[src/rtl/u8dec_pkg.sv]
// ----------------------------------------------------------------------------
// u8dec_pkg
// Shared types and constants for the UTF-8 stream decoder.
// ----------------------------------------------------------------------------
package u8dec_pkg;

  localparam int unsigned ByteW  = 8;
  localparam int unsigned CpW    = 21;
  localparam int unsigned IdxW   = 2;   // index of a result within one byte (0..3)
  localparam int unsigned QDepth = 2;   // default depth of the job queue

  localparam logic [CpW-1:0] ReplCp = 21'h00FFFD;

  // Byte class masks and patterns
  localparam logic [ByteW-1:0] MaskAscii = 8'h80;
  localparam logic [ByteW-1:0] MaskCont  = 8'hC0;
  localparam logic [ByteW-1:0] PatCont   = 8'h80;
  localparam logic [ByteW-1:0] MaskLead2 = 8'hE0;
  localparam logic [ByteW-1:0] PatLead2  = 8'hC0;
  localparam logic [ByteW-1:0] MaskLead3 = 8'hF0;
  localparam logic [ByteW-1:0] PatLead3  = 8'hE0;
  localparam logic [ByteW-1:0] MaskLead4 = 8'hF8;
  localparam logic [ByteW-1:0] PatLead4  = 8'hF0;
  localparam logic [ByteW-1:0] PayCont   = 8'h3F;
  localparam logic [ByteW-1:0] PayLead2  = 8'h1F;
  localparam logic [ByteW-1:0] PayLead3  = 8'h0F;
  localparam logic [ByteW-1:0] PayLead4  = 8'h07;

  // One classified byte: all results but the last are U+FFFD, the last one
  // carries cp and repl.
  typedef struct packed {
    logic [IdxW-1:0] last_idx;
    logic [CpW-1:0]  cp;
    logic            repl;
    logic            str_end;
  } u8dec_job_t;

endpackage

[src/rtl/utf8_stream_decoder_unit.sv]
// ----------------------------------------------------------------------------
// utf8_stream_decoder_unit
// UTF-8 byte stream to code point decoder.
// ----------------------------------------------------------------------------
// Takes one byte per cycle while the queue has room and returns code points
// over a valid/ready result channel. The classifier turns each byte into a
// job for a QueueDepth-entry queue; the result sequencer gives one result per
// cycle while results are taken, and a byte yields 0 to 4 results. Well-formed
// text thus runs at one byte per cycle while results are taken, and bytes that
// cause flushes of broken sequences slow intake only while the queue is full.
// Malformed bytes come out as U+FFFD with is_replacement_o set; run_last_o
// marks the last result of a byte and string_done_o the last of a string.
// ----------------------------------------------------------------------------
module utf8_stream_decoder_unit import u8dec_pkg::*; #(
  parameter int unsigned QueueDepth = QDepth
) (
  input  logic             clk_i,
  input  logic             rst_ni,
  input  logic             in_valid_i,
  output logic             in_ready_o,
  input  logic [ByteW-1:0] in_byte_i,
  input  logic             string_end_i,
  output logic             out_valid_o,
  input  logic             out_ready_i,
  output logic [CpW-1:0]   code_point_o,
  output logic             is_replacement_o,
  output logic             run_last_o,
  output logic             string_done_o
);

  logic       push, pop, full, head_valid;
  u8dec_job_t push_job, head_job;

  assign in_ready_o = ~full;

  u8dec_front u_front (
    .clk_i        (clk_i),
    .rst_ni       (rst_ni),
    .in_valid_i   (in_valid_i),
    .in_ready_i   (in_ready_o),
    .in_byte_i    (in_byte_i),
    .string_end_i (string_end_i),
    .push_o       (push),
    .job_o        (push_job)
  );

  u8dec_queue #(
    .Depth (QueueDepth)
  ) u_queue (
    .clk_i        (clk_i),
    .rst_ni       (rst_ni),
    .push_i       (push),
    .push_job_i   (push_job),
    .full_o       (full),
    .pop_i        (pop),
    .head_valid_o (head_valid),
    .head_job_o   (head_job)
  );

  u8dec_back u_back (
    .clk_i            (clk_i),
    .rst_ni           (rst_ni),
    .head_valid_i     (head_valid),
    .head_job_i       (head_job),
    .pop_o            (pop),
    .out_valid_o      (out_valid_o),
    .out_ready_i      (out_ready_i),
    .code_point_o     (code_point_o),
    .is_replacement_o (is_replacement_o),
    .run_last_o       (run_last_o),
    .string_done_o    (string_done_o)
  );

endmodule

[src/rtl/u8dec_front.sv]
// ----------------------------------------------------------------------------
// u8dec_front
// Byte classifier: tracks the open sequence and turns each byte into a job.
// ----------------------------------------------------------------------------
module u8dec_front import u8dec_pkg::*; (
  input  logic             clk_i,
  input  logic             rst_ni,
  input  logic             in_valid_i,
  input  logic             in_ready_i,
  input  logic [ByteW-1:0] in_byte_i,
  input  logic             string_end_i,
  output logic             push_o,
  output u8dec_job_t       job_o
);

  logic [1:0]     be_q, be_d;
  logic [1:0]     cc_q, cc_d;
  logic [CpW-1:0] pv_q, pv_d;

  logic           is_open, is_cont;
  logic [2:0]     pre_cnt, cnt;
  logic [1:0]     be_dec, cc_inc;
  logic [CpW-1:0] pv_ext;
  logic           fr_emit, fr_repl;
  logic [CpW-1:0] fr_cp, fr_pv;
  logic [1:0]     fr_be;
  logic           accept;

  assign accept  = in_valid_i & in_ready_i;
  assign is_open = (be_q != 2'd0);
  assign is_cont = ((in_byte_i & MaskCont) == PatCont);
  assign pre_cnt = is_open ? (3'd1 + {1'b0, cc_q}) : 3'd0;
  assign be_dec  = be_q - 2'd1;
  assign cc_inc  = cc_q + 2'd1;
  assign pv_ext  = {pv_q[CpW-7:0], in_byte_i[5:0]};

  // Decode a byte with no sequence open
  always_comb begin
    fr_emit = 1'b0;
    fr_repl = 1'b0;
    fr_cp   = ReplCp;
    fr_pv   = '0;
    fr_be   = 2'd0;
    if ((in_byte_i & MaskAscii) == 8'h00) begin
      fr_emit = 1'b1;
      fr_cp   = {{(CpW-ByteW){1'b0}}, in_byte_i};
    end else if ((in_byte_i & MaskLead2) == PatLead2) begin
      fr_be   = 2'd1;
      fr_pv   = {{(CpW-ByteW){1'b0}}, in_byte_i & PayLead2};
    end else if ((in_byte_i & MaskLead3) == PatLead3) begin
      fr_be   = 2'd2;
      fr_pv   = {{(CpW-ByteW){1'b0}}, in_byte_i & PayLead3};
    end else if ((in_byte_i & MaskLead4) == PatLead4) begin
      fr_be   = 2'd3;
      fr_pv   = {{(CpW-ByteW){1'b0}}, in_byte_i & PayLead4};
    end else begin
      fr_emit = 1'b1;
      fr_repl = 1'b1;
    end
  end

  // Build the job and the next sequence state
  always_comb begin
    be_d          = be_q;
    cc_d          = cc_q;
    pv_d          = pv_q;
    cnt           = 3'd0;
    job_o.cp      = ReplCp;
    job_o.repl    = 1'b1;
    job_o.str_end = string_end_i;
    if (is_open && is_cont) begin
      if (be_dec == 2'd0) begin
        // sequence complete
        cnt        = 3'd1;
        job_o.cp   = pv_ext;
        job_o.repl = 1'b0;
        be_d = 2'd0;
        cc_d = 2'd0;
        pv_d = '0;
      end else if (string_end_i) begin
        // flush lead and all gathered continuations
        cnt  = 3'd1 + {1'b0, cc_inc};
        be_d = 2'd0;
        cc_d = 2'd0;
        pv_d = '0;
      end else begin
        be_d = be_dec;
        cc_d = cc_inc;
        pv_d = pv_ext;
      end
    end else begin
      // flush any broken sequence, then decode afresh
      be_d = 2'd0;
      cc_d = 2'd0;
      pv_d = '0;
      if (fr_emit) begin
        cnt        = pre_cnt + 3'd1;
        job_o.cp   = fr_cp;
        job_o.repl = fr_repl;
      end else if (string_end_i) begin
        cnt = pre_cnt + 3'd1;
      end else begin
        cnt  = pre_cnt;
        be_d = fr_be;
        pv_d = fr_pv;
      end
    end
    job_o.last_idx = cnt[1:0] - 2'd1;
  end

  assign push_o = accept & (cnt != 3'd0);

  // Hold sequence state between bytes
  always_ff @(posedge clk_i or negedge rst_ni) begin
    if (!rst_ni) begin
      be_q <= 2'd0;
      cc_q <= 2'd0;
      pv_q <= '0;
    end else if (accept) begin
      be_q <= be_d;
      cc_q <= cc_d;
      pv_q <= pv_d;
    end
  end

endmodule

[src/rtl/u8dec_queue.sv]
// ----------------------------------------------------------------------------
// u8dec_queue
// Short job queue between the classifier and the result sequencer.
// ----------------------------------------------------------------------------
module u8dec_queue import u8dec_pkg::*; #(
  parameter int unsigned Depth = QDepth
) (
  input  logic       clk_i,
  input  logic       rst_ni,
  input  logic       push_i,
  input  u8dec_job_t push_job_i,
  output logic       full_o,
  input  logic       pop_i,
  output logic       head_valid_o,
  output u8dec_job_t head_job_o
);

  localparam int unsigned PtrW = (Depth > 1) ? $clog2(Depth) : 1;
  localparam int unsigned CntW = $clog2(Depth + 1);
  localparam logic [PtrW-1:0] LastPtr = PtrW'(Depth - 1);
  localparam logic [CntW-1:0] FullCnt = CntW'(Depth);

  u8dec_job_t      mem_q [Depth];
  logic [PtrW-1:0] wr_ptr_q, rd_ptr_q;
  logic [CntW-1:0] cnt_q;

  assign full_o       = (cnt_q == FullCnt);
  assign head_valid_o = (cnt_q != '0);
  assign head_job_o   = mem_q[rd_ptr_q];

  // Store incoming jobs
  always_ff @(posedge clk_i) begin
    if (push_i) begin
      mem_q[wr_ptr_q] <= push_job_i;
    end
  end

  // Advance pointers and fill count
  always_ff @(posedge clk_i or negedge rst_ni) begin
    if (!rst_ni) begin
      wr_ptr_q <= '0;
      rd_ptr_q <= '0;
      cnt_q    <= '0;
    end else begin
      if (push_i) begin
        wr_ptr_q <= (wr_ptr_q == LastPtr) ? '0 : wr_ptr_q + 1'b1;
      end
      if (pop_i) begin
        rd_ptr_q <= (rd_ptr_q == LastPtr) ? '0 : rd_ptr_q + 1'b1;
      end
      if (push_i && !pop_i) begin
        cnt_q <= cnt_q + 1'b1;
      end else if (pop_i && !push_i) begin
        cnt_q <= cnt_q - 1'b1;
      end
    end
  end

endmodule

[src/rtl/u8dec_back.sv]
// ----------------------------------------------------------------------------
// u8dec_back
// Result sequencer: turns each job into code points, one per unstalled cycle.
// ----------------------------------------------------------------------------
module u8dec_back import u8dec_pkg::*; (
  input  logic           clk_i,
  input  logic           rst_ni,
  input  logic           head_valid_i,
  input  u8dec_job_t     head_job_i,
  output logic           pop_o,
  output logic           out_valid_o,
  input  logic           out_ready_i,
  output logic [CpW-1:0] code_point_o,
  output logic           is_replacement_o,
  output logic           run_last_o,
  output logic           string_done_o
);

  logic [IdxW-1:0] idx_q, idx_d;
  logic            valid_q, valid_d;
  logic [CpW-1:0]  cp_q;
  logic            repl_q, last_q, done_q;
  logic            load, at_last;

  assign load    = head_valid_i & (~valid_q | out_ready_i);
  assign at_last = (idx_q == head_job_i.last_idx);
  assign pop_o   = load & at_last;

  // Step through the results of the head job
  always_comb begin
    idx_d = idx_q;
    if (pop_o) begin
      idx_d = '0;
    end else if (load) begin
      idx_d = idx_q + 1'b1;
    end
    valid_d = load ? 1'b1 : (valid_q & ~out_ready_i);
  end

  always_ff @(posedge clk_i or negedge rst_ni) begin
    if (!rst_ni) begin
      idx_q   <= '0;
      valid_q <= 1'b0;
    end else begin
      idx_q   <= idx_d;
      valid_q <= valid_d;
    end
  end

  // Output register
  always_ff @(posedge clk_i) begin
    if (load) begin
      cp_q   <= at_last ? head_job_i.cp : ReplCp;
      repl_q <= at_last ? head_job_i.repl : 1'b1;
      last_q <= at_last;
      done_q <= at_last & head_job_i.str_end;
    end
  end

  assign out_valid_o      = valid_q;
  assign code_point_o     = cp_q;
  assign is_replacement_o = repl_q;
  assign run_last_o       = last_q;
  assign string_done_o    = done_q;

endmodule

[config.mk]
export PLATFORM = sky130hd
export DESIGN_NAME = utf8_stream_decoder_unit
export DESIGN_NICKNAME = d
export VERILOG_FILES = /design/src/rtl/u8dec_pkg.sv /design/src/rtl/utf8_stream_decoder_unit.sv /design/src/rtl/u8dec_front.sv /design/src/rtl/u8dec_queue.sv /design/src/rtl/u8dec_back.sv
export SDC_FILE = /design/constraint.sdc
export NUM_CORES = 1
export LEC_CHECK = 0
export ABC_AREA = 1
export BUFFER_PORTS_ARGS = -buffer_cell sky130_fd_sc_hd__buf_4
export CAP_MARGIN = 20
export CORE_MARGIN = 5
export CORE_UTILIZATION = 26
export DETAILED_ROUTE_END_ITERATION = 10
export MAX_ROUTING_LAYER = met4
export PLACE_DENSITY = 0.38
export SYNTH_ARGS = -nofsm -noshare
export SYNTH_HDL_FRONTEND = slang
export SYNTH_SLANG_ARGS = --single-unit
[constraint.sdc]
create_clock -name clk_i -period 7.17 [get_ports clk_i]
set_input_delay 0 -clock clk_i [delete_from_list [all_inputs] [get_ports clk_i]]
set_output_delay 0 -clock clk_i [all_outputs]
set_load 0.005 [all_outputs]
## Word-level counts from Yosys, hierarchy flattened

Memory sizes are Yosys's and may differ from the RTL's.
Index checks and enable logic that the tools add are counted.

| storage, ports and cells | value |
|---|---|
| flip-flop bits (word level) | 50 |
| RAM bits | 50 |
| output and inout port bits | 26 |
| logic and storage cells | 97 |
| memories kept | 1 |

Memories:

| memory | words | bits a word | rd ports | clocked after memory_dff | write ports | RTL line | text |
|---|---|---|---|---|---|---|---|
| u_queue.mem_q | 2 | 25 | 1 | 0 | 1 | u8dec_queue.sv:23 | `u8dec_job_t mem_q [Depth];` |

| cells by class | value |
|---|---|
| add/sub/neg operators | 11 |
| equality and inequality tests | 6 |
| multiplexer cells | 45 |
| bitwise gates (word level) | 10 |
| reductions and logical operators | 12 |

Operators with widths:

| kind | count |
|---|---|
| $mux W15 | 7 |
| $mux W22 | 3 |
| $mux W2 | 16 |
| $mux W3 | 7 |
| $mux W16 | 1 |
| $mux W1 | 10 |
| $logic_not A8 Y1 | 1 |
| $reduce_bool A2 Y1 | 4 |
| $add A1 B2 Y3 const A | 2 |
| $add A2 B1 Y2 const B | 3 |
| $and A1 B1 Y1 | 6 |
| $sub A2 B1 Y2 const B | 3 |
| $eq A5 B5 Y1 const B | 1 |
| $eq A2 B2 Y1 const B | 2 |
| $eq A4 B4 Y1 const B | 1 |
| $mux W4 | 1 |
| $add A3 B1 Y3 const B | 1 |
| $eq A3 B3 Y1 const B | 1 |
| $logic_and A1 B1 Y1 | 3 |
| $not A1 Y1 | 3 |
| $reduce_bool A3 Y1 | 1 |
| $add A1 B1 Y1 const B | 2 |
| $eq A2 B2 Y1 | 1 |
| $logic_not A1 Y1 | 2 |
| other kinds (2) | 2 |

## Depth between registers and ports, before layout

Gate-level depths: netlist (run 1).

| logic depth | value |
|---|---|
| depth after elaboration | 13 |
| gate-level depth with buffers | 17 |
| depth with buffers taken out | 17 |

## Modules after synthesis

A second synthesis (run 1) with hierarchy kept.

| unflattened totals | value |
|---|---|
| cells, all modules | 357 |
| area total of the unflattened synthesis | 4416.7 um^2 |

By module, submodules not included:

| module | instances | cells an instance | area an instance (um^2) | sequential area each (um^2) |
|---|---|---|---|---|
| u8dec_queue | 1 | 103 | 2112.0 | 1601.5 |
| u8dec_front | 1 | 168 | 1212.4 | 475.5 |
| u8dec_back | 1 | 85 | 1088.5 | 795.8 |
| utf8_stream_decoder_unit | 1 | 1 | 3.8 | 0.0 |

## Least setup slack after synthesis (run 1)

No wires, ideal clock.

| path | value |
|---|---|
| path kind | register -> register |
| start | reg u_front.cc_q[0] |
| end | mem u_queue.mem_q[1][0] in the netlist's numbering (enable) |
| setup time | 0.407 ns |
| arrival time | 2.782 ns |
| required time | 6.763 ns |
| setup slack | 3.981 ns |
| cell stages (with the launch flop) | 14 |
| path buffers | 0 |
| path through | dfrtp_1 > inv_1 > ha_1 > nor2_1 > ha_1 > a21oi_1 > nor3_1 > a21oi_1 > ha_1 > inv_1 > a31oi_1 > nand2_1 > nand2_1 > nor2_1 |

| between the ends | value |
|---|---|
| longest elaborated chain between the ends | 10 |
| elaborated cells on any way between the ends | 14 |

Ends and longest elaborated chain:

| what | RTL line | text |
|---|---|---|
| start, declared | u8dec_front.sv:17 | `logic [1:0] cc_q, cc_d;` |
| start signal, assigned | u8dec_front.sv:117 | `cc_q <= 2'd0;` |
| start signal, assigned | u8dec_front.sv:121 | `cc_q <= cc_d;` |
| $add A1 B2 Y3 | u8dec_front.sv:32 | `assign pre_cnt = is_open ? (3'd1 + {1'b0, cc_q}) : 3'd0;` |
| $mux W3 | u8dec_front.sv:32 |  |
| $add A3 B1 Y3 | u8dec_front.sv:97, u8dec_front.sv:101 |  |
| $mux W3 | u8dec_front.sv:100 | `end else if (string_end_i) begin` |
| $mux W3 | u8dec_front.sv:96 | `if (fr_emit) begin` |
| $mux W3 (*) | u8dec_front.sv:71 | `if (is_open && is_cont) begin` |
| $reduce_bool A3 Y1 (*) | u8dec_front.sv:111 | `assign push_o = accept & (cnt != 3'd0);` |
| $and A1 B1 Y1 (*) | u8dec_front.sv:111 |  |
| $mux W1 (*) | u8dec_queue.sv:33 | `if (push_i) begin` |
| $mux W1 (not written as such) (*) | u8dec_queue.sv:34 | `mem_q[wr_ptr_q] <= push_job_i;` |
| end, declared | u8dec_queue.sv:23 |  |

Mark *: on every way between the ends. The rest lies on a longest branch, timed or not.

## Final worst setup path (run 1)

| path | value |
|---|---|
| start | reg u_front.cc_q[0] |
| end | mem u_queue.mem_q[0][13] in the netlist's numbering (enable) |

The elaborated chain is that of the path after synthesis.

==> results of run 1 <==
## what timing repair did
item,CTS,global route
hold buffers,7,0
endpoints found under the hold margin,37,0
resized for setup,0,0
buffers inserted,0,0
endpoints found under the setup margin,0,0
## worst max path at each step
stage          slack [ns]  cells after the start            start                    to
6_report             4.13                     13  u_front.cc_q[0]  u_queue.mem_q[0][13]
5_1_grt              3.81                     13  u_front.cc_q[0]  u_queue.mem_q[0][18]
4_1_cts              4.05                     12  u_front.be_q[0]   u_queue.mem_q[0][2]
3_5_place_dp         4.07                     12  u_front.be_q[0]   u_queue.mem_q[0][4]
3_3_place_gp         4.11                     12  u_front.be_q[0]   u_queue.mem_q[0][4]
2_1_floorplan        3.98                     13  u_front.cc_q[0]   u_queue.mem_q[1][0]
## registers in the layout, indices dropped and copies added, names as in the netlist, 2 cells and up
name / flops
u_queue.cnt_q: 2
u_front.pv_q: 15
u_front.be_q: 2
u_back.code_point_o: 21
u_back.idx_q: 2
u_front.cc_q: 2
u_queue.mem_q: 50
## stage by stage
step / worst slack (ns) / power, mW / hold slack [ns] / instance area, µm²
floorplan: 3.98 / 1.28 / -0.296 / 4160
global route: 3.81 / 2.12 / 0.0472 / 5050
detailed placement: 4.07 / 1.52 / -0.0471 / 4670
CTS: 4.05 / 2.00 / 0.00800 / 5030
global placement: 4.11 / 1.51 / -0.0494 / 4670
finish: 4.13 / 1.97 / 0.0238 / 5050
## worst register-to-register path, stage by stage, from the launching register on
cell                      delay [ns]
sky130_fd_sc_hd__dfrtp_1        0.40
sky130_fd_sc_hd__inv_1          0.10
sky130_fd_sc_hd__ha_1           0.34
sky130_fd_sc_hd__nor2_1         0.07
sky130_fd_sc_hd__ha_1           0.28
sky130_fd_sc_hd__a21oi_1        0.04
sky130_fd_sc_hd__nor3_1         0.15
sky130_fd_sc_hd__a21oi_1        0.07
sky130_fd_sc_hd__ha_1           0.18
sky130_fd_sc_hd__inv_1          0.05
sky130_fd_sc_hd__a31oi_1        0.03
sky130_fd_sc_hd__nand2_1        0.09
sky130_fd_sc_hd__nand3_1        0.08
sky130_fd_sc_hd__inv_1          0.78
## power breakdown
part	switching, mW	leakage [nW]	internal [mW]
logic	0.386	0.798	0.222
clock network	0.206	0.141	0.269
registers	0.0441	1.02	0.839
total	0.636	1.96	1.33
## cells in the mapped netlist (all sizes together) (4+ instances only)
master and n:
nand2 76, edfxtp 74, inv 45, nand3 28, dfrtp 26, o21ai 22
nor2 17, a21oi 11, o22ai 10, ha 7, buf 6, clkbuf 5
xor2 5, xnor2 4
## area by class of cell
| cell class | instances | area share |
|---|---|---|
| Sequential cell | 100 | 0.568 |
| Multi-Input combinational cell | 193 | 0.208 |
| Timing Repair Buffer | 48 | 0.0787 |
| Tap cell | 216 | 0.0535 |
| Clock buffer | 11 | 0.0461 |
| Inverter | 46 | 0.0347 |
| Clock inverter | 5 | 0.0104 |
## routing by layer
layer | vias to the layer above | global-route usage
met1 | 1223 | 0.128
met3 | 10 | 0.0181
li1 | 1292 | -
met4 | 0 | 0.0571
met5 | - | -
met2 | 35 | 0.167
## cell families after synthesis
family          Yosys count  share of synthesized area
simple gates            127                      0.138
flops                   100                      0.691
compound gates           50                     0.0710
buf+inv                  57                     0.0569
fa+ha+maj                 7                     0.0211
xor+xnor                  9                     0.0226
==> metrics.md, run 1 <==
| Metric | Value |
|---|---|
| DR WL/cell | 13.8 µm |
| Global-route usage over all layers | 0.105 |
| Detailed Place HPWL | approximately 5.8 mm |
| Maximum VDD drop | 0.000109 V |
| Number of cells on the worst reg-to-reg path | 13 |
| Post-route non-filler standard cell count | about 620 |
| Via count of the first global-routing pass | 2595 |
| Number of rows created at floorplan | 46 |
| Starting utilization of the core area | 0.264 |
| Most common cell after layout, fill and taps aside | sky130_fd_sc_hd__edfxtp_1 |
| Critical path's slowest cell | sky130_fd_sc_hd__inv_1 |
| Synthesis-stage register bit count | 100 |
| Placed cells | 595 |
| Crit path time final | 3.04 ns |
| Top Family by Delay on Critical Path | buffers and inverters |
| Largest incremental delay on the critical path | 0.78 ns |
| Maximum clock rate | 329 MHz |
| Final nets | roughly 420 |
| Number of I/O port buffers | 38 |
| Total met3 wirelength after detailed routing | between 200 and 300 µm |
| Detailed-route wire length on metal 1 | 3.88 mm |
| Filler instances | roughly 1600 |
| Status | finished clean |
| Source-to-sink clock delay at the later pin of the worst-skew pair | approximately 0.35 ns |
| I/O pin cnt | 39 |
| Launch instance of the worst min-delay path | in_byte_i[4] |
| Clock-pin slew of the registers on the worst-case setup and hold paths | about 0.060 ns |
| Gate count after technology mapping | 350 |
| Number of distinct standard cells referenced by the synthesized netlist | 34 |
| Met2 wire length | 4.23 mm |
| Classification of the worst setup path | register to register |
| Number of sinks handled by clock tree synthesis | 100 |
| Slew Viols, Final | 0 |
| Per-cell via count in the routed design | 4.14 |
| Final TNS setup | 0 ns |
| Sequential cell area fraction in the yosys report | 0.691 |
| Startpoint of the worst-slack reg-to-reg timing path | u_front.cc_q[0] |
| Root Driver | sky130_fd_sc_hd__clkbuf_16 |
| Layout cells sized above 1 | 0.184 |
| Final estimated routing congestion in global placement | between 0.7 and 0.8 |
| Max clock buf depth | 2 |
| Worst path buffer plus inverter count | 3 |
| Number of remaining DRC errors | 0 |
| Crit end category | register |
| Worst setup skew after layout | 0.00689 ns |
| WL final | 8.55 mm |
| Initial antenna violation count | 0 |
| Final period util | 0.424 |
| Critical path data arrival time | roughly 3 ns |
| Max Cap Viol | 0 |
| Cells along the critical path | inv_1, ha_1, nor2_1, ha_1, a21oi_1, nor3_1, a21oi_1, ha_1, inv_1, a31oi_1, nand2_1, nand3_1, inv_1 |
| Area taken by multi-input logic gates | 1050 µm² |
| Unrepaired setup endpoints after global routing | false |
| Transition at the pin with the smallest max-transition slack | 1.03 ns |
| Horizontal die dimension | 136 µm |
| Lkg Pwr | 1.96 nW |
| Total congestion overflow after global routing | 0 |
| Top library cells by usage in the layout, fill and taps aside | 74 x sky130_fd_sc_hd__edfxtp_1, 71 x sky130_fd_sc_hd__nand2_1, 40 x sky130_fd_sc_hd__buf_4 |
| Number of violations reported at the end of detailed-routing iteration 0 | between 150 and 200 |
| Wire length of the first global-routing pass | around 14 mm |
| Post-Synthesis Cell Area | about 4200 µm² |
| Area of all sequential standard cells | 2870 µm² |
| Worst Hold Path EP | u_front.pv_q[4] |
| Launching element type of the critical path | register |
| Finish-stage setup viols | 0 |
| Endpoint of the worst-slack reg-to-reg timing path | u_queue.mem_q[0][13] |
| Cell type contributing the most total cell area after synthesis | sky130_fd_sc_hd__edfxtp_1 |
| Hold WC Path Type | primary input to register |
| Req. time, crit path | 7.14 ns |
| Number of hold violations in the final report | 0 |
| Antenna diode instance count | 0 |
| Pre-Repair DR Iteration Count | 4 |
| Synth Net Count | 370 |
| TritonCTS clock tree | done |
| Cell area power density | between 300 and 400 nW/µm² |
| Number of H-tree levels | 3 |
| Worst max-slew margin expressed relative to the limit | 0.310 |
| Worst hold path cell count | 3 |
| Die Area | 18600 µm² |
| Pin count of the biggest net entering global routing | 27 |
| Inserted Clock Buffers | 9 |
| Critical Path Fanout Max | 25 |
| Fraction of synthesized cell area taken by the top area cell type | 0.534 |
| Area of the placeable core | between 15000 and 20000 µm² |
| Reg2reg setup slack | 4.13 ns |
| Post-synth ARST share | 0.260 |
| Top Layer Used | met4 |
| Core Util, Final | 0.320 |
| Count of flip-flops with a built-in enable after synthesis | 74 |
| Antenna viol nets, final | 0 |
| Cell types occupying the most area after synthesis | sky130_fd_sc_hd__edfxtp_1 53%, sky130_fd_sc_hd__dfrtp_1 16%, sky130_fd_sc_hd__nand2_1 6.4% |
| Dominant register cell in the synthesized netlist | sky130_fd_sc_hd__edfxtp_1 |
| Number of warning messages in the yosys log | 0 |
| Die boundary height | approximately 140 µm |
| Syn-to-layout area delta | 21.5% |
| Average cell area after synthesis | 11.9 µm² |
| Count of vias placed by the detailed router | 2560 |
Note: power is estimated with default switching activity, not from simulation.
==> inputs of run 2 (changes only) <==
Clock period 7.17 ns to 3.2 ns, I/O delays scaled along.
==> run 2 against run 1 <==
Compared with the run above: count of clock-buffer cells in the layout shrank 2; sequential share of layout area fell by 0.86 points; critical endpoint is now u_queue.cnt_q[1]; total power grew 130%; combinational power rose by 130%; largest cell class unchanged; clock power grew to 2.6 times the previous value; cell area rose by 1.5%; via count grew 0.23%; non-clock buffer count increased by 5.
==> metrics.md, run 2 (synthesis results as in run 1) <==
| Metric | Value |
|---|---|
| Final nets | 423 (+1.2%) |
| Lkg Pwr | 1.99 nW (+1.9%) |
| Max Cap Viol | 0 (unchanged) |
| Detailed Place HPWL | 5.71 mm (-1.6%) |
| Worst max-slew margin expressed relative to the limit | 0.686 (+0.376) |
| Per-cell via count in the routed design | 4.11 (-0.57%) |
| Reg2reg setup slack | 0.37 ns (-3.76 ns) |
| Maximum clock rate | 353 MHz (+7.3%) |
| Pre-Repair DR Iteration Count | 4 (unchanged) |
| Req. time, crit path | 3.43 ns (-3.71 ns) |
| Endpoint of the worst-slack reg-to-reg timing path | u_queue.cnt_q[1] |
| Final TNS setup | 0 ns (unchanged) |
| Final period util | 0.886 (+0.461) |
| Slew Viols, Final | 0 (unchanged) |
| Root Driver | sky130_fd_sc_hd__clkbuf_16 |
| Syn-to-layout area delta | 23.4% |
| Number of H-tree levels | 3 (unchanged) |
| Pin count of the biggest net entering global routing | 27 (unchanged) |
| Number of cells on the worst reg-to-reg path | 17 (+4) |
| Die boundary height | 136 µm (unchanged) |
| Inserted Clock Buffers | 9 (unchanged) |
| Final total power | 4.60 mW (+130%) |
| Horizontal die dimension | 136 µm (unchanged) |
| Global-route usage over all layers | 0.104 (-0.000968) |
| Filler instances | 1599 (-1.8%) |
| Source-to-sink clock delay at the later pin of the worst-skew pair | 0.34 ns (about the same) |
| TritonCTS clock tree | done |
| Number of violations reported at the end of detailed-routing iteration 0 | 151 (-16%) |
| Critical Path Fanout Max | 4 (-84%) |
| Flip-flop count of the largest register, all copies and words added | 50 (unchanged) |
| Wire length of the first global-routing pass | 14.1 mm (+0.15%) |
| Worst setup skew after layout | 0.00574 ns (-0.00116 ns) |
| Unrepaired setup endpoints after global routing | false |
| Maximum VDD drop | 0.000300 V (+170%) |
| Die Area | 18600 µm² (unchanged) |
| Launch instance of the worst min-delay path | in_byte_i[5] |
| I/O pin cnt | 39 (unchanged) |
| Count of vias placed by the detailed router | 2566 (+0.23%) |
| Clock-pin slew of the registers on the worst-case setup and hold paths | 0.07 ns (about the same) |
| Cell area power density | 896 nW/µm² (+130%) |
| Status | finished clean |
| Initial antenna violation count | 0 (unchanged) |
| Top Layer Used | met4 |
| Antenna diode instance count | 0 (unchanged) |
| Number of hold violations in the final report | 0 (unchanged) |
| Layout cells sized above 1 | 0.201 (+0.0174) |
| Number of rows created at floorplan | 46 (unchanged) |
| Transition at the pin with the smallest max-transition slack | 0.468 ns (-0.566 ns) |
| Via count of the first global-routing pass | 2648 (+2.0%) |
| Crit end category | register |
| Number of sinks handled by clock tree synthesis | 100 (unchanged) |
| Area of the placeable core | 15800 µm² (unchanged) |
| Most common cell after layout, fill and taps aside | sky130_fd_sc_hd__edfxtp_1 |
| Crit path time final | 2.83 ns (-0.207 ns) |
| Classification of the worst setup path | register to register |
| Startpoint of the worst-slack reg-to-reg timing path | u_front.cc_q[0] |
| Starting utilization of the core area | 0.264 (unchanged) |
| Max clock buf depth | 2 (unchanged) |
| Top register by number of flip-flops | u_queue.mem_q |
| Met2 wire length | 4.50 mm (+6.3%) |
| Hold WC Path Type | primary input to register |
| Number of remaining DRC errors | 0 (unchanged) |
| Finish-stage setup viols | 0 (unchanged) |
| Total met3 wirelength after detailed routing | 212 µm (-19%) |
| WL final | 8.80 mm (+2.9%) |
| Total congestion overflow after global routing | 0 (unchanged) |
| Detailed-route wire length on metal 1 | 3.89 mm (+0.10%) |
| Antenna viol nets, final | 0 (unchanged) |
| Top library cells by usage in the layout, fill and taps aside | 74 x sky130_fd_sc_hd__edfxtp_1, 71 x sky130_fd_sc_hd__nand2_1, 45 x sky130_fd_sc_hd__buf_4 |
| DR WL/cell | 14.1 µm (+2.0%) |
| Final estimated routing congestion in global placement | 0.741 (-5.4%) |
| Worst Hold Path EP | u_front.pv_q[5] |
| Launching element type of the critical path | register |
| Worst hold path cell count | 3 (unchanged) |
| Number of I/O port buffers | 38 (unchanged) |
| Core Util, Final | 0.325 (+0.00492) |
| Critical path data arrival time | 3.06 ns (+0.05 ns) |
==> run 2: layer usage <==
| metal | GRT usage | up-vias |
|---|---|---|
| li1 | - | 1298 |
| met1 | 0.120 | 1229 |
| met2 | 0.176 | 27 |
| met3 | 0.0174 | 12 |
| met4 | 0.0538 | 0 |
| met5 | - | - |
==> run 2: where the power goes <==
group | switching, mW | internal, mW | leakage [nW]
registers | 0.100 | 1.88 | 1.02
logic | 0.897 | 0.494 | 0.814
clock network | 0.470 | 0.761 | 0.161
total | 1.47 | 3.13 | 1.99
==> run 2: timing repair <==
action,4_1_cts,5_1_grt
setup buffers,0,1
hold buffers,8,0
setup endpoints to repair,0,1
resized for setup,0,1
hold endpoints to repair,38,0
==> run 2: how the worst max path moves through the flow <==
stage	start	cells past startpoint	end
floorplan	u_front.cc_q[0]	13	u_queue.mem_q[1][0]
CTS	u_front.cc_q[0]	17	u_queue.cnt_q[1]
detailed placement	u_front.cc_q[0]	17	u_queue.cnt_q[1]
global placement	u_front.cc_q[0]	17	u_queue.cnt_q[1]
global route	u_front.be_q[0]	17	u_queue.cnt_q[1]
finish	u_front.cc_q[0]	17	u_queue.cnt_q[1]
==> run 2: critical path, cell delays in order, from the launching register on <==
cell and delay (ns):
sky130_fd_sc_hd__dfrtp_1 0.36, sky130_fd_sc_hd__inv_1 0.08, sky130_fd_sc_hd__ha_1 0.35, sky130_fd_sc_hd__nor2_2 0.12, sky130_fd_sc_hd__ha_1 0.24, sky130_fd_sc_hd__a21oi_1 0.13, sky130_fd_sc_hd__nor3_1 0.06, sky130_fd_sc_hd__a21oi_1 0.12
sky130_fd_sc_hd__ha_1 0.16, sky130_fd_sc_hd__inv_1 0.03, sky130_fd_sc_hd__a31oi_1 0.13, sky130_fd_sc_hd__nand2_1 0.09, sky130_fd_sc_hd__nand2_1 0.11, sky130_fd_sc_hd__inv_1 0.06, sky130_fd_sc_hd__ha_1 0.30, sky130_fd_sc_hd__a21oi_1 0.12
sky130_fd_sc_hd__o21ai_0 0.11, sky130_fd_sc_hd__xor2_1 0.15
==> run 2: stage by stage <==
stage	hold WS (ns)	setup WS [ns]	area (µm²)	std cells
3_3_place_gp	-0.0534	0.376	4700	599
4_1_cts	0.0273	0.296	5120	623
6_report	0.0524	0.366	5130	624
2_1_floorplan	-0.296	0.0114	4160	350
5_1_grt	0.0548	0.0224	5130	624
3_5_place_dp	-0.0511	0.308	4700	599
==> run 2: area by class of cell <==
cell class | count | area [µm²] | share of cell area
Clock inverter | 7 | 115 | 0.0224
Timing Repair Buffer | 53 | 418 | 0.0814
Inverter | 46 | 175 | 0.0341
Sequential cell | 100 | 2870 | 0.560
Multi-Input combinational cell | 193 | 1050 | 0.206
Clock buffer | 9 | 225 | 0.0439
Tap cell | 216 | 270 | 0.0527
==> inputs of run 3 (changes only) <==
Clock period 3.2 ns to 3.4 ns, I/O delays scaled along.
==> run 3 against run 2 <==
Compared with the run above: total power down 12%; global-route usage about the same; non-clock buffer count shrank 1; critical path type unchanged; highest routed layer unchanged.
==> metrics.md, run 3 (synthesis results as in run 1) <==
| Metric | Value |
|---|---|
| Status | finished clean |
| Classification of the worst setup path | register to register |
| Maximum VDD drop | 0.000254 V (-15%) |
| Finish-stage setup viols | 0 (unchanged) |
| Final estimated routing congestion in global placement | 0.741 (about the same) |
| Most common cell after layout, fill and taps aside | sky130_fd_sc_hd__edfxtp_1 |
| Per-cell via count in the routed design | 4.15 (+1.0%) |
| Number of H-tree levels | 3 (unchanged) |
| WL final | 8.79 mm (about the same) |
| Global-route usage over all layers | 0.105 (+0.000306) |
| Post-CTS Hold Fix Bufs | 8 (unchanged) |
| Root Driver | sky130_fd_sc_hd__clkbuf_16 |
| Clock-pin slew of the registers on the worst-case setup and hold paths | 0.07 ns (about the same) |
| Area of the placeable core | 15800 µm² (unchanged) |
| Layout cells sized above 1 | 0.182 (-0.0192) |
| Placement Cell Area | 4700 µm² (unchanged) |
| Final TNS setup | 0 ns (unchanged) |
| Total congestion overflow after global routing | 0 (unchanged) |
| Number of rows created at floorplan | 46 (unchanged) |
| Final nets | 422 (-0.24%) |
| Antenna diode instance count | 0 (unchanged) |
| Unrepaired setup endpoints after global routing | false |
| Pre-Repair DR Iteration Count | 4 (unchanged) |
| Initial antenna violation count | 0 (unchanged) |
| Inserted Clock Buffers | 9 (unchanged) |
| Number of setup buffers added after CTS | 0 (unchanged) |
| Syn-to-layout area delta | 21.0% |
| Fin area | 5030 µm² (-1.9%) |
| I/O pin cnt | 39 (unchanged) |
| TritonCTS clock tree | done |
| Source-to-sink clock delay at the later pin of the worst-skew pair | 0.34 ns (about the same) |
| Number of violations reported at the end of detailed-routing iteration 0 | 171 (+13%) |
| Lkg Pwr | 1.95 nW (-2.2%) |
| Req. time, crit path | 3.62 ns (+0.19 ns) |
| Critical Path Fanout Max | 4 (unchanged) |
| Wire length of the first global-routing pass | 14.0 mm (-1.3%) |
| Max clock buf depth | 2 (unchanged) |
| Max Cap Viol | 0 (unchanged) |
| Launching element type of the critical path | register |
| Count of vias placed by the detailed router | 2588 (+0.86%) |
| Final period util | 0.856 (-0.0297) |
| Top library cells by usage in the layout, fill and taps aside | 74 x sky130_fd_sc_hd__edfxtp_1, 71 x sky130_fd_sc_hd__nand2_1, 44 x sky130_fd_sc_hd__buf_4 |
| Die Area | 18600 µm² (unchanged) |
| Number of hold violations in the final report | 0 (unchanged) |
| Number of I/O port buffers | 38 (unchanged) |
| Antenna viol nets, final | 0 (unchanged) |
| Worst max-slew margin expressed relative to the limit | 0.723 (+0.0373) |
| Transition at the pin with the smallest max-transition slack | 0.412 ns (-0.0554 ns) |
| Hold WC Path Type | primary input to register |
| Top register by number of flip-flops | u_queue.mem_q |
| Number of remaining DRC errors | 0 (unchanged) |
| Hold Slack | 0.0668 ns (+0.0144 ns) |
| Crit path time final | 2.91 ns (+0.0761 ns) |
| Critical path data arrival time | 3.13 ns (+0.07 ns) |
| Flip-flop count of the largest register, all copies and words added | 50 (unchanged) |
| Count of cells resized by post-cts repair | 0 (unchanged) |
| Detailed Place HPWL | 5.78 mm (+1.1%) |
| Maximum clock rate | 344 MHz (-2.6%) |
| Horizontal die dimension | 136 µm (unchanged) |
| Worst setup skew after layout | 0.00814 ns (+0.00240 ns) |
| DR WL/cell | 14.1 µm (+0.10%) |
| Number of sinks handled by clock tree synthesis | 100 (unchanged) |
| Die boundary height | 136 µm (unchanged) |
| Pin count of the biggest net entering global routing | 27 (unchanged) |
| Crit end category | register |
| Cell area power density | 809 nW/µm² (-9.8%) |
| Via count of the first global-routing pass | 2605 (-1.6%) |
| Starting utilization of the core area | 0.264 (unchanged) |
| Slew Viols, Final | 0 (unchanged) |
run 3: cell count changes in the layout (fill, tap and decap cells not counted):
cell	before	now
sky130_fd_sc_hd__clkinvlp_4	2	0
sky130_fd_sc_hd__clkinv_1	1	4
sky130_fd_sc_hd__bufinv_16	3	0
sky130_fd_sc_hd__nor2_2	3	2
sky130_fd_sc_hd__clkinv_2	2	1
sky130_fd_sc_hd__buf_4	45	44
sky130_fd_sc_hd__clkbuf_1	0	3
sky130_fd_sc_hd__nor2_1	12	13
run 3: power breakdown:
group	total [mW]	internal [mW]	switching [mW]	leakage [nW]
clock network	0.905	0.488	0.417	0.123
registers	1.87	1.77	0.0975	1.02
logic	1.30	0.460	0.839	0.809
run 3: layer usage:
metal | track usage | vias up | share of wire
met4 | 0.0538 | 0 | 0.024
met2 | 0.174 | 34 | 0.50
met1 | 0.121 | 1242 | 0.44
li1 | - | 1298 | -
met3 | 0.0189 | 14 | 0.029
met5 | - | - | 0
run 3: stage by stage:
| step | instances | total power [mW] | setup WS [ns] | utilization |
|---|---|---|---|---|
| 4_1_cts | 623 | 4.16 | 0.502 | 0.319 |
| 2_1_floorplan | 350 | 2.71 | 0.211 | - |
| 3_5_place_dp | 599 | 3.23 | 0.515 | 0.298 |
| 3_3_place_gp | 599 | 3.22 | 0.572 | 0.298 |
| 6_report | 623 | 4.07 | 0.490 | 0.319 |
| 5_1_grt | 623 | 4.36 | 0.229 | 0.319 |
run 3: critical path, stage by stage (launching register included):
cell and delay, ns:
sky130_fd_sc_hd__dfrtp_1 0.40, sky130_fd_sc_hd__inv_1 0.10, sky130_fd_sc_hd__ha_1 0.34, sky130_fd_sc_hd__nor2_1 0.15
sky130_fd_sc_hd__ha_1 0.25, sky130_fd_sc_hd__a21oi_1 0.12, sky130_fd_sc_hd__nor3_1 0.06, sky130_fd_sc_hd__a21oi_1 0.13
sky130_fd_sc_hd__ha_1 0.16, sky130_fd_sc_hd__inv_1 0.04, sky130_fd_sc_hd__a31oi_1 0.12, sky130_fd_sc_hd__nand2_1 0.09
sky130_fd_sc_hd__nand2_1 0.11, sky130_fd_sc_hd__inv_1 0.06, sky130_fd_sc_hd__ha_1 0.30, sky130_fd_sc_hd__a21oi_1 0.11
sky130_fd_sc_hd__o21ai_0 0.11, sky130_fd_sc_hd__xor2_1 0.15
run 3: worst paths after layout:
kind | endpoint | slack [ns] | cells past startpoint | startpoint
max | u_queue.cnt_q[1] | 0.49 | 17 | u_front.cc_q[0]
min | u_front.pv_q[5] | 0.07 | 3 | in_byte_i[5]
max reg2reg | u_queue.cnt_q[1] | 0.49 | 17 | u_front.cc_q[0]
min reg2reg | u_queue.wr_ptr_q | 0.48 | 2 | u_queue.wr_ptr_q
max in group asynchronous | u_front.pv_q[10] | 3.01 | 2 | rst_ni
min in group asynchronous | u_back.idx_q[0] | 0.11 | 2 | rst_ni
run 3: cell type report:
| cell class | count | area (µm²) |
|---|---|---|
| fillers | 1641 | 10700 |
| flip-flops and latches | 100 | 2870 |
| multi-input cells | 193 | 1050 |
| repair buffers | 52 | 410 |
| well taps | 216 | 270 |
| clock buffers | 12 | 236 |
| inverters | 46 | 175 |
| clock inverters | 4 | 16.3 |
